### config.mk
export PLATFORM = sky130hd
export DESIGN_NAME = morse_tree_decoder_top
export DESIGN_NICKNAME = d
export VERILOG_FILES = /design/src/hdl/mtd_pkg.sv /design/src/hdl/morse_tree_decoder_top.sv /design/src/hdl/mtd_store.sv
export VERILOG_INCLUDE_DIRS = /design/src /design/src/hdl
export SDC_FILE = /design/constraint.sdc
export NUM_CORES = 1
export LEC_CHECK = 0
export ABC_AREA = 1
export ABC_CLOCK_PERIOD_IN_PS = 2400
export BUFFER_PORTS_ARGS = -buffer_cell sky130_fd_sc_hd__buf_2
export CAP_MARGIN = 15
export CORE_UTILIZATION = 60
export CTS_CLUSTER_DIAMETER = 30
export DETAILED_ROUTE_END_ITERATION = 6
export PLACE_DENSITY = 0.77
export SLEW_MARGIN = 20
export SYNTH_ARGS = -nofsm -noshare
export SYNTH_HDL_FRONTEND = slang
export SYNTH_HIERARCHICAL = 1
export SYNTH_SLANG_ARGS = --single-unit
### constraint.sdc
create_clock -name clk -period 2.4 [get_ports clk]
set_input_delay 0.48 -clock clk [delete_from_list [all_inputs] [get_ports clk]]
set_output_delay 0.48 -clock clk [all_outputs]
set_load 0.01 [all_outputs]
### src/hdl/morse_tree_decoder_top_defines.svh
// Assertion macros used by the Morse tree decoder top level.
`ifndef MORSE_TREE_DECODER_TOP_DEFINES_SVH
`define MORSE_TREE_DECODER_TOP_DEFINES_SVH

// The condition must hold at every clock edge outside reset.
`define MTD_ASSERT_ALWAYS(label, ck, rn, cond, msg) \
    label: assert property (@(posedge ck) disable iff (!rn) (cond)) else $error(msg);

// When the antecedent holds, the consequent holds in the same cycle.
`define MTD_ASSERT_IMPLIES(label, ck, rn, ante, cons, msg) \
    label: assert property (@(posedge ck) disable iff (!rn) (ante) |-> (cons)) else $error(msg);

// When the antecedent holds, the consequent holds in the next cycle.
`define MTD_ASSERT_NEXT(label, ck, rn, ante, cons, msg) \
    label: assert property (@(posedge ck) disable iff (!rn) (ante) |=> (cons)) else $error(msg);

`endif

### src/hdl/mtd_pkg.sv
// Package with the codes, widths and constants of the Morse tree decoder.
`default_nettype none

package mtd_pkg;

    localparam int LETTER_W   = 8;
    localparam int CODE_BITS_W = 4;
    localparam int CODE_LEN_W = 3;
    localparam int SYMBOL_W   = 2;

    // Longest path an insert beat can describe, and the width of its node index.
    localparam int INS_MAX_LEN = 4;
    localparam int INS_IDX_W   = INS_MAX_LEN + 1;

    localparam logic OP_INSERT = 1'b0;
    localparam logic OP_DECODE = 1'b1;

    localparam logic [SYMBOL_W-1:0] SYM_DOT  = 2'd0;
    localparam logic [SYMBOL_W-1:0] SYM_DASH = 2'd1;
    localparam logic [SYMBOL_W-1:0] SYM_LGAP = 2'd2;
    localparam logic [SYMBOL_W-1:0] SYM_WGAP = 2'd3;

    localparam logic [LETTER_W-1:0] SPACE_CHAR = 8'h20;

    // Input tdata layout, lowest bit first. The op selector travels on tuser.
    localparam int IN_TDATA_W   = 24;
    localparam int IN_BITS_LSB  = 0;
    localparam int IN_LEN_LSB   = 4;
    localparam int IN_LET_LSB   = 7;
    localparam int IN_SYM_LSB   = 15;

endpackage

`default_nettype wire

### src/hdl/morse_tree_decoder_top.sv
// Top level of the Morse tree decoder: decode walk, result staging and output register.
//
// The block takes one beat per cycle on the s_ channel while s_tready is high.
// An insert beat (s_tuser op 0) writes a letter into the code tree at the node
// its dot/dash path reaches, if that path is no longer than MAX_CODE_LEN and
// INS_MAX_LEN, and gives no result. A decode beat (op 1) carries one symbol: a
// dot or dash moves down the tree, a letter gap emits the letter of the current
// node, a word gap emits a space and drops the following symbol, and s_tlast
// emits the current node's letter with m_tlast set and restarts at the root.
// Results leave on the m_ channel, one beat per character, m_tuser flagging a
// path deeper than MAX_CODE_LEN. A result is read synchronously from the letter
// store into the staging register, then passes through the output register to
// m_tvalid. A decode beat that yields two characters holds the staging register
// until its second character moves on, and the input waits until then; otherwise
// it takes one beat per cycle. While the output register waits on m_tready, the
// staging register still accepts one more beat. Reset returns the walk to the
// root and makes every store node read as zero at once, with no clearing pass.

`default_nettype none

`include "morse_tree_decoder_top_defines.svh"

module morse_tree_decoder_top #(
    parameter int MAX_CODE_LEN = 4
) (
    input  wire logic        clk,
    input  wire logic        rst_n,
    input  wire logic        s_tvalid,
    output logic             s_tready,
    // code_bits [3:0], code_len [6:4], letter [14:7], symbol [16:15], zero [23:17]
    input  wire logic [23:0] s_tdata,
    input  wire logic        s_tlast,
    // op [0]
    input  wire logic        s_tuser,
    output logic             m_tvalid,
    input  wire logic        m_tready,
    // character [7:0]
    output logic [7:0]       m_tdata,
    output logic             m_tlast,
    // path_overflow [0]
    output logic             m_tuser
);

    localparam int AW = MAX_CODE_LEN + 1;
    localparam int INS_LIMIT = (MAX_CODE_LEN < mtd_pkg::INS_MAX_LEN) ?
                               MAX_CODE_LEN : mtd_pkg::INS_MAX_LEN;
    localparam logic [mtd_pkg::CODE_LEN_W-1:0] LEN_LIMIT = mtd_pkg::CODE_LEN_W'(INS_LIMIT);
    localparam logic [AW-1:0] ROOT = AW'(1);

    // Input fields.
    logic                                  in_op;
    logic [mtd_pkg::CODE_BITS_W-1:0]       in_code_bits;
    logic [mtd_pkg::CODE_LEN_W-1:0]        in_code_len;
    logic [mtd_pkg::LETTER_W-1:0]          in_letter;
    logic [mtd_pkg::SYMBOL_W-1:0]          in_symbol;

    assign in_op        = s_tuser;
    assign in_code_bits = s_tdata[mtd_pkg::IN_BITS_LSB +: mtd_pkg::CODE_BITS_W];
    assign in_code_len  = s_tdata[mtd_pkg::IN_LEN_LSB +: mtd_pkg::CODE_LEN_W];
    assign in_letter    = s_tdata[mtd_pkg::IN_LET_LSB +: mtd_pkg::LETTER_W];
    assign in_symbol    = s_tdata[mtd_pkg::IN_SYM_LSB +: mtd_pkg::SYMBOL_W];

    logic s_fire;
    logic ins_fire;
    logic dec_fire;

    assign s_fire   = s_tvalid && s_tready;
    assign ins_fire = s_fire && (in_op == mtd_pkg::OP_INSERT);
    assign dec_fire = s_fire && (in_op == mtd_pkg::OP_DECODE);

    // Insert path to heap index: a leading one above the path bits.
    logic [mtd_pkg::INS_IDX_W-1:0] ins_one;
    logic [mtd_pkg::INS_IDX_W-1:0] ins_idx;
    logic                          ins_ok;
    logic                          wr_en;

    assign ins_one = mtd_pkg::INS_IDX_W'(1) << in_code_len;
    assign ins_idx = ins_one | ({1'b0, in_code_bits} & (ins_one - mtd_pkg::INS_IDX_W'(1)));
    assign ins_ok  = (in_code_len <= LEN_LIMIT);
    assign wr_en   = ins_fire && ins_ok;

    // Decode walk state.
    logic [AW-1:0]                node_reg, node_next;
    logic                         skip_reg, skip_next;
    logic                         ovf_reg, ovf_next;
    logic [mtd_pkg::LETTER_W-1:0] root_letter_reg;

    logic          is_step;
    logic          is_lgap;
    logic          is_wgap;
    logic          deep;
    logic [AW-1:0] step_node;
    logic          step_ovf;
    logic          has_a;
    logic          load_s1;

    assign is_step = !skip_reg &&
                     ((in_symbol == mtd_pkg::SYM_DOT) || (in_symbol == mtd_pkg::SYM_DASH));
    assign is_lgap = !skip_reg && (in_symbol == mtd_pkg::SYM_LGAP);
    assign is_wgap = !skip_reg && (in_symbol == mtd_pkg::SYM_WGAP);
    assign deep    = node_reg[AW-1];

    // A step below the deepest level leaves the node and marks the path instead.
    assign step_node = (is_step && !deep) ? {node_reg[AW-2:0], in_symbol[0]} : node_reg;
    assign step_ovf  = ovf_reg || (is_step && deep);
    assign has_a     = is_lgap || is_wgap;

    always_comb
    begin
        node_next = node_reg;
        skip_next = skip_reg;
        ovf_next  = ovf_reg;
        if (dec_fire)
        begin
            if (s_tlast || is_lgap)
            begin
                node_next = ROOT;
                ovf_next  = 1'b0;
            end
            else
            begin
                node_next = step_node;
                ovf_next  = step_ovf;
            end
            skip_next = !s_tlast && is_wgap;
        end
    end

    always_ff @(posedge clk or negedge rst_n)
    begin
        if (!rst_n)
        begin
            node_reg        <= ROOT;
            skip_reg        <= 1'b0;
            ovf_reg         <= 1'b0;
            root_letter_reg <= '0;
        end
        else
        begin
            node_reg <= node_next;
            skip_reg <= skip_next;
            ovf_reg  <= ovf_next;
            if (wr_en && (in_code_len == '0))
            begin
                root_letter_reg <= in_letter;
            end
        end
    end

    // The store is read at the node the symbol leaves the walk on.
    logic [mtd_pkg::LETTER_W-1:0] rd_data;

    mtd_store #(
        .ADDR_W (AW)
    ) u_store (
        .clk     (clk),
        .rst_n   (rst_n),
        .wr_en   (wr_en),
        .wr_addr (AW'(ins_idx)),
        .wr_data (in_letter),
        .rd_en   (dec_fire),
        .rd_addr (step_node),
        .rd_data (rd_data)
    );

    // Staging register: up to two pending characters of one decode beat.
    // Result a is the letter-gap letter or the word-gap space; result b is the
    // end-of-message letter.
    logic                         s1_valid_reg, s1_valid_next;
    logic                         s1_a_reg, s1_a_next;
    logic                         s1_b_reg, s1_b_next;
    logic                         s1_a_space_reg;
    logic                         s1_b_root_reg;
    logic                         s1_ovf_reg;
    logic [mtd_pkg::LETTER_W-1:0] s1_root_reg;

    logic                         out_valid_reg, out_valid_next;
    logic [mtd_pkg::LETTER_W-1:0] out_char_reg;
    logic                         out_eom_reg;
    logic                         out_ovf_reg;

    logic                         out_free;
    logic                         s1_move;
    logic                         s1_one_left;
    logic [mtd_pkg::LETTER_W-1:0] mem_char;
    logic [mtd_pkg::LETTER_W-1:0] head_char;
    logic                         head_eom;
    logic                         head_ovf;

    assign out_free    = !out_valid_reg || m_tready;
    assign s1_move     = s1_valid_reg && out_free;
    assign s1_one_left = !(s1_a_reg && s1_b_reg);
    assign s_tready    = !s1_valid_reg || (s1_move && s1_one_left);
    assign load_s1     = dec_fire && (has_a || s_tlast);

    // A path that ran too deep reads as an empty node.
    assign mem_char = s1_ovf_reg ? '0 : rd_data;

    always_comb
    begin
        if (s1_a_reg)
        begin
            head_char = s1_a_space_reg ? mtd_pkg::SPACE_CHAR : mem_char;
            head_eom  = 1'b0;
            head_ovf  = !s1_a_space_reg && s1_ovf_reg;
        end
        else
        begin
            head_char = s1_b_root_reg ? s1_root_reg : mem_char;
            head_eom  = 1'b1;
            head_ovf  = !s1_b_root_reg && s1_ovf_reg;
        end
    end

    always_comb
    begin
        s1_valid_next = s1_valid_reg;
        s1_a_next     = s1_a_reg;
        s1_b_next     = s1_b_reg;
        if (s1_move)
        begin
            if (s1_one_left)
            begin
                s1_valid_next = 1'b0;
            end
            else
            begin
                s1_a_next = 1'b0;
            end
        end
        if (load_s1)
        begin
            s1_valid_next = 1'b1;
            s1_a_next     = has_a;
            s1_b_next     = s_tlast;
        end
    end

    always_comb
    begin
        out_valid_next = out_valid_reg;
        if (s1_move)
        begin
            out_valid_next = 1'b1;
        end
        else if (m_tready)
        begin
            out_valid_next = 1'b0;
        end
    end

    always_ff @(posedge clk or negedge rst_n)
    begin
        if (!rst_n)
        begin
            s1_valid_reg  <= 1'b0;
            s1_a_reg      <= 1'b0;
            s1_b_reg      <= 1'b0;
            out_valid_reg <= 1'b0;
        end
        else
        begin
            s1_valid_reg  <= s1_valid_next;
            s1_a_reg      <= s1_a_next;
            s1_b_reg      <= s1_b_next;
            out_valid_reg <= out_valid_next;
        end
    end

    always_ff @(posedge clk)
    begin
        if (load_s1)
        begin
            s1_a_space_reg <= is_wgap;
            s1_b_root_reg  <= is_lgap;
            s1_ovf_reg     <= step_ovf;
            s1_root_reg    <= root_letter_reg;
        end
        if (s1_move)
        begin
            out_char_reg <= head_char;
            out_eom_reg  <= head_eom;
            out_ovf_reg  <= head_ovf;
        end
    end

    assign m_tvalid = out_valid_reg;
    assign m_tdata  = out_char_reg;
    assign m_tlast  = out_eom_reg;
    assign m_tuser  = out_ovf_reg;

    `MTD_ASSERT_ALWAYS(a_node_nonzero, clk, rst_n, node_reg != '0, "walk node left the tree")
    `MTD_ASSERT_IMPLIES(a_stage_nonempty, clk, rst_n, s1_valid_reg, s1_a_reg || s1_b_reg, "staging holds no result")
    `MTD_ASSERT_IMPLIES(a_ovf_char_zero, clk, rst_n, m_tvalid && m_tuser, m_tdata == '0, "overflow beat with nonzero character")
    `MTD_ASSERT_NEXT(a_last_to_root, clk, rst_n, dec_fire && s_tlast, (node_reg == ROOT) && !ovf_reg && !skip_reg, "walk not reset after final symbol")

endmodule

`default_nettype wire

### src/hdl/mtd_store.sv
// Letter store of the code tree: one write port, one registered read port.
`default_nettype none

module mtd_store #(
    parameter int ADDR_W = 5
) (
    input  wire logic                         clk,
    input  wire logic                         rst_n,
    input  wire logic                         wr_en,
    input  wire logic [ADDR_W-1:0]            wr_addr,
    input  wire logic [mtd_pkg::LETTER_W-1:0] wr_data,
    input  wire logic                         rd_en,
    input  wire logic [ADDR_W-1:0]            rd_addr,
    output logic      [mtd_pkg::LETTER_W-1:0] rd_data
);

    localparam int DEPTH = 1 << ADDR_W;

    logic [mtd_pkg::LETTER_W-1:0] letter_mem [DEPTH];
    logic [mtd_pkg::LETTER_W-1:0] rd_word_reg;
    logic [DEPTH-1:0]             valid_reg;
    logic                         rd_hit_reg;

    always_ff @(posedge clk)
    begin
        if (wr_en)
        begin
            letter_mem[wr_addr] <= wr_data;
        end
        if (rd_en)
        begin
            rd_word_reg <= letter_mem[rd_addr];
        end
    end

    // Valid bits make a never-written node read as zero right after reset.
    always_ff @(posedge clk or negedge rst_n)
    begin
        if (!rst_n)
        begin
            valid_reg  <= '0;
            rd_hit_reg <= 1'b0;
        end
        else
        begin
            if (wr_en)
            begin
                valid_reg[wr_addr] <= 1'b1;
            end
            if (rd_en)
            begin
                rd_hit_reg <= valid_reg[rd_addr];
            end
        end
    end

    assign rd_data = rd_hit_reg ? rd_word_reg : '0;

endmodule

`default_nettype wire
### Word level (Yosys, flattened, before mapping)

Memories as Yosys holds them, arrays and structs flattened. A register that Yosys moved wholly into a read port is not among the register bits.
Index checks and enable logic that the tools add are counted.

| storage, ports and cells | value |
|---|---|
| word-level logic and storage cells | 96 |
| memories | 1 |
| input bits | 30 |
| memory bits (writable) | 256 |
| output and inout bits | 12 |
| bits in registers | 73 |

Memory list:

| name | words | bits a word | read ports | clocked after Yosys merged registers in | write ports | line | RTL |
|---|---|---|---|---|---|---|---|
| u_store.letter_mem | 32 | 8 | 1 | 1 | 1 | mtd_store.sv:19 | `logic [mtd_pkg::LETTER_W-1:0] letter_mem [DEPTH];` |

| cells by class | value |
|---|---|
| shift-type cells | 1 |
| bitwise logic cells | 4 |
| muxes and demuxes | 24 |
| add/subtract/negate cells | 1 |
| eq/ne operators | 4 |
| $lt $le $gt $ge | 4 |
| reductions and logical operators | 40 |

Operators by type and width:

| kind | count |
|---|---|
| $mux W8 | 5 |
| $or A32 B32 Y32 | 1 |
| $logic_and A1 B1 Y1 | 18 |
| $mux W1 | 15 |
| $lt A5 B6 Y1 const B | 2 |
| $mux W5 | 2 |
| $logic_not A1 Y1 | 8 |
| $logic_or A1 B1 Y1 | 7 |
| $reduce_bool A2 Y1 | 3 |
| $and A4 B5 Y5 | 1 |
| $bmux W1 S5 | 1 |
| $demux W1 S5 | 1 |
| $ge A5 B1 Y1 const B | 1 |
| $or A5 B5 Y5 | 1 |
| $shl A1 B3 Y5 const A | 1 |
| $sub A5 B1 Y5 const B | 1 |
| $eq A2 B2 Y1 const B | 2 |
| $reduce_and A2 Y1 | 2 |
| $le A3 B3 Y1 const B | 1 |
| $logic_not A3 Y1 | 1 |
| $eq A2 B1 Y1 const B | 1 |
| $logic_not A2 Y1 | 1 |
| $ne A2 B2 Y1 const B | 1 |
| $not A1 Y1 | 1 |

### Depth between registers and ports, before layout

| depth | value |
|---|---|
| word-level depth | 10 |
| depth in mapped cells | 16 |

### Hierarchy

The synthesis kept the hierarchy.

Modules (own cells, without submodules):

| module | cells each | times used | sequential area each (µm²) | area an instance (µm²) |
|---|---|---|---|---|
| mtd_store | 1047 | 1 | 8753.4 | 12104.1 |
| morse_tree_decoder_top | 188 | 1 | 1107.3 | 1875.5 |

### Worst setup path after synthesis

OpenSTA, ideal clock, no wires.

| timing | value |
|---|---|
| path type | input -> register |
| start | in s_tdata[5] |
| end | mem u_store/letter_mem[27][0] (netlist name) (enable) |
| arrival | 2.135 ns |
| setup slack | -0.108 ns |
| stages on the path | 9 |
| required time | 2.027 ns |
| setup time | 0.373 ns |
| path buffers | 1 |
| cells stage by stage | nor2_4 -> inv_2 -> nor2_4 -> buf_6 -> inv_1 -> ha_1 -> o21ai_0 -> nand3_1 -> nor2_1 |

| between the ends | value |
|---|---|
| cells in the longest elaborated chain, start to end | 4 |

Ends and longest elaborated chain:

| item | line | RTL |
|---|---|---|
| start, declared | morse_tree_decoder_top.sv:31 | `input wire logic [23:0] s_tdata,` |
| $shl A1 B3 Y5 (*) | morse_tree_decoder_top.sv:77 | `assign ins_one = mtd_pkg::INS_IDX_W'(1) << in_code_len;` |
| $sub A5 B1 Y5 | morse_tree_decoder_top.sv:78 | `assign ins_idx = ins_one \| ({1'b0, in_code_bits} & (ins_one - mtd_pkg::INS_IDX_W'(1)));` |
| $and A4 B5 Y5 | morse_tree_decoder_top.sv:78 |  |
| $or A5 B5 Y5 (*) | morse_tree_decoder_top.sv:78 |  |
| via ins_idx, one bit | morse_tree_decoder_top.sv:73 | `logic [mtd_pkg::INS_IDX_W-1:0] ins_idx;` |
| end, declared | mtd_store.sv:19 |  |

Mark *: on every way through the listed nets, which the timed path passes. The rest lies on a longest branch.

### Worst setup path after layout

| timing | value |
|---|---|
| start | reg node_reg[4] |
| end | reg u_store/rd_word_reg[4] (netlist name) (read register of u_store.letter_mem), data pin |

| between the ends | value |
|---|---|
| cells in the longest elaborated chain, start to end | 3 |

Ends and longest elaborated chain:

| item | line | RTL |
|---|---|---|
| start, declared | morse_tree_decoder_top.sv:83 | `logic [AW-1:0] node_reg, node_next;` |
| start signal, assigned | morse_tree_decoder_top.sv:140 | `node_reg <= node_next;` |
| $logic_not A1 Y1 | morse_tree_decoder_top.sv:104 | `assign step_node = (is_step && !deep) ? {node_reg[AW-2:0], in_symbol[0]} : node_reg;` |
| $logic_and A1 B1 Y1 | morse_tree_decoder_top.sv:104 |  |
| $mux W5 | morse_tree_decoder_top.sv:104 |  |
| via step_node[0] | morse_tree_decoder_top.sv:92 | `logic [AW-1:0] step_node;` |
| end, declared | mtd_store.sv:20 | `logic [mtd_pkg::LETTER_W-1:0] rd_word_reg;` |

The timed path passes the listed nets, and every way through them passes these cells.
A chain may end at the register's enable or synchronous reset.

==> key figures <==
Global routing
  – Vias in the first global route: 10,125
  – Initial antenna violation count: 0
  – Global Route Usage Sum: between 30% and 40%
  – Overflow after GRT: 0
  – First-pass GRT wire length: 54,800 um
  – Largest net degree at the start of global routing: between 40 and 50

Cells and area
  – Max reg flops: approximately 260
  – Commonest non-fill, non-tap cell in the layout: nand2_1
  – Diodes inserted: 0
  – Post-layout util: between 70 and 80%
  – Fillers: approximately 1,300
  – Nets@finish: about 1,400
  – Layout cells sized above 1: 21.2%
  – Most frequent cells in the layout: nand2_1, edfxtp_1, nand3_1, buf_4, clkbuf_16
  – Syn-to-layout area delta: 24.8%

STA
  – Layout Skew: approximately 0.020 ns
  – RSZ-0062 raised after global routing: yes
  – Final worst-path cycle share: about 99%
  – Max_slew headroom: 45.4%
  – Final TNS setup: 0 ns
  – Final setup violation count: 0
  – Final hold slack: between 0.15 and 0.2 ns
  – Slew Limit Fails: 0
  – Worst setup margin: around 0.013 ns
  – Peak Freq: about 420 MHz
  – Worst slew pin tran: approximately 0.8 ns
  – Min Tclk post-route: roughly 2.4 ns
  – Fin. Hold Viols: 0

Synth
  – Mapped cell area: ~14,000 um^2
  – Syn Inst Count: 1,235
  – Syn_area_per_cell: roughly 11 um^2
  – Post-synth top area share: slightly above 60%
  – Synth warnings: 6
  – Syn_nets: around 1,300
  – Post-synth cell types: 36
  – #FFs+latches synth: 337
  – Seq/Total Area, Yosys: a little over two thirds
  – Cell taking the most area after synthesis: edfxtp_1
  – Synth top area cells: edfxtp_1, nand2_1, dfrtp_1

Drt
  – DR vias: 10,262
  – Iter 0 DRT Violations: between 1,000 and 1,500
  – TritonRoute pass-1 iters: 6
  – WL final: around 36,000 um
  – Via-to-Cell Ratio: 5.90
  – Drt drc: 0
  – WL/cell: slightly above 20 um
  – Post-route ant nets: 0

Clocking
  – CTS Buf Count: 66
  – Clk sinks: 337
  – Setup Buffers After CTS: 0
  – Clock Path Buffers: 3
  – Clk_lat worst skew: about 0.56 ns
  – CTS tree: yes
  – Clk pin slew, worst setup/hold paths: approximately 0.05 ns
  – H-tree Lvls: 3
  – Clock Root Buffer: clkbuf_16

Power
  – Power density cells: between 1000 and 1500 nW/um^2
  – Max VDD drop: approximately 800 uV
  – Tot Pwr: about 19 mW
  – Lkg Pwr: 7.01 nW

Floorplanning
  – Die width: roughly 150 um
  – Die Ht: roughly 150 um
  – Core ar.: approximately 23,000 um^2
  – Die area: about 24,000 um^2
  – # rows: 55
  – Starting density of the core: roughly three fifths
  – Ports: 42

Worst hold path
  – Hold Path End: m_tvalid$_DFFE_PN0P_
  – Min-delay src: m_tready
  – Hold Crit Depth: 4
  – Hold Crit Class: primary input to flip-flop

Worst setup path
  – Crit-path cells: clkinv_1 -> nand3_2 -> o21ai_0 -> buf_4 -> clkinv_8 -> buf_6 -> buf_12 -> nand2_1 -> nand3_1 -> nand3_1 -> nand2_1 -> nand2_1 -> nand2_1 -> nor2_1 -> a21oi_1
  – WS Path Type: flip-flop to flip-flop
  – Critical Path AT: about 2.7 ns
  – Worst path required time: 2.69 ns
  – Delay of the slowest critical-path stage: around 0.38 ns
  – Crit path capture type: flip-flop
  – Cell mode on critical path: nand2_1
  – RR Endpoint: u_store/rd_word_reg[4]$_DFFE_PP_
  – Reg2reg setup slack: around 0.013 ns
  – RR Startpoint: node_reg[4]$_DFFE_PN0P_
  – Worst path slowest cell: dfrtp_1
  – Worst R2R Path Depth: 15
  – Crit-path max FO: 8
  – Startpoint types: flip-flop

Job
  – MaxCap Viol Count: 0

Status
  – Outcome: complete, no violations

Placement
  – Post-DP HPWL: approximately 20,000 um
  – Worst slack, placed: -0.267 ns
  – Port bufs: 34
  – Routability Congestion: ~0.92
[synthesized netlist by cell type]
cell      instances
nand2_1         389
edfxtp_1        285
nand3_1         213
nor2_1           59
dfrtp_1          51
a21oi_1          46
or2_2            32
inv_1            31
buf_2            29
o21ai_0          16
clkbuf_1         11
nand4_1          10
buf_6             9
o31ai_1           9
buf_1             7
inv_2             6
buf_4             4
clkinv_1          4
nor2_4            3
inv_4             2
nand2_4           2
nor3_1            2
o21bai_1          2
a21oi_4           1
a32o_1            1
and2_1            1
dfstp_2           1
ha_1              1
nand2_2           1
nand3_2           1
nand3_4           1
nand3b_1          1
nand4_4           1
nor2_8            1
o21ai_1           1
or2_1             1
[worst max-delay path by stage]
stage                                           to                     from  slack [ns]
2_1_floorplan  u_store/letter_mem[27][0]$_DFFE_PP_               s_tdata[5]       -0.11
3_3_place_gp    u_store/letter_mem[4][3]$_DFFE_PP_               s_tdata[5]       -0.17
3_5_place_dp    u_store/letter_mem[4][6]$_DFFE_PP_               s_tdata[5]       -0.27
4_1_cts           u_store/rd_word_reg[1]$_DFFE_PP_  node_reg[0]$_DFFE_PN1P_        0.05
5_1_grt           u_store/rd_word_reg[1]$_DFFE_PP_  node_reg[4]$_DFFE_PN0P_       -0.08
6_report          u_store/rd_word_reg[4]$_DFFE_PP_  node_reg[4]$_DFFE_PN0P_        0.01
[layer usage]
layer	GRT usage (%)	wire length, um
met5	0	0
met1	39.0	13300
met2	51.3	17400
met4	14.8	1650
met3	6.56	3310
[report_power, final]
part	internal [mW]	switching (mW)	leakage, nW	total [mW]
sequential	6.69	0.145	3.25	6.83
clock	6.33	3.00	1.10	9.33
combinational	1.00	1.88	2.66	2.88
[cell families after synthesis]
group | after synthesis | share of synthesized area [%]
compound gates | 76 | 3.03
fa+ha+maj | 1 | 0.0895
buf+inv | 103 | 3.65
flops | 337 | 70.5
simple gates | 718 | 22.7
[layout make-up]
class | count | area, um^2 | area share [%]
clock buffer | 81 | 1770 | 10.1
tap | 313 | 392 | 2.24
multi-input combinational | 795 | 3670 | 21.0
sequential | 337 | 9860 | 56.5
inverter | 43 | 181 | 1.04
timing repair buffer | 130 | 1070 | 6.11
clock inverter | 39 | 513 | 2.94
[stage by stage]
step           cell area (um^2)  instances
3_5_place_dp              15000       1616
2_1_floorplan             14000       1235
3_3_place_gp              15000       1616
6_report                  17400       1738
5_1_grt                   17400       1738
4_1_cts                   17300       1737
[critical path: cells and delay by family (launching register included)]
kind                   cells  cell delay [ns]
AND/OR/NAND/NOR            8             0.79
buffers and inverters      5             0.66
flip-flops                 1             0.38
AO/OA/AOI/OAI              2             0.28
[repair_timing]
item | CTS | global route
endpoints found under the setup margin | 0 | 7
resized for setup | 0 | 24
hold buffers | 1 | 0
endpoints found under the hold margin | 3 | 0
Power figures use the tool's default switching activity.
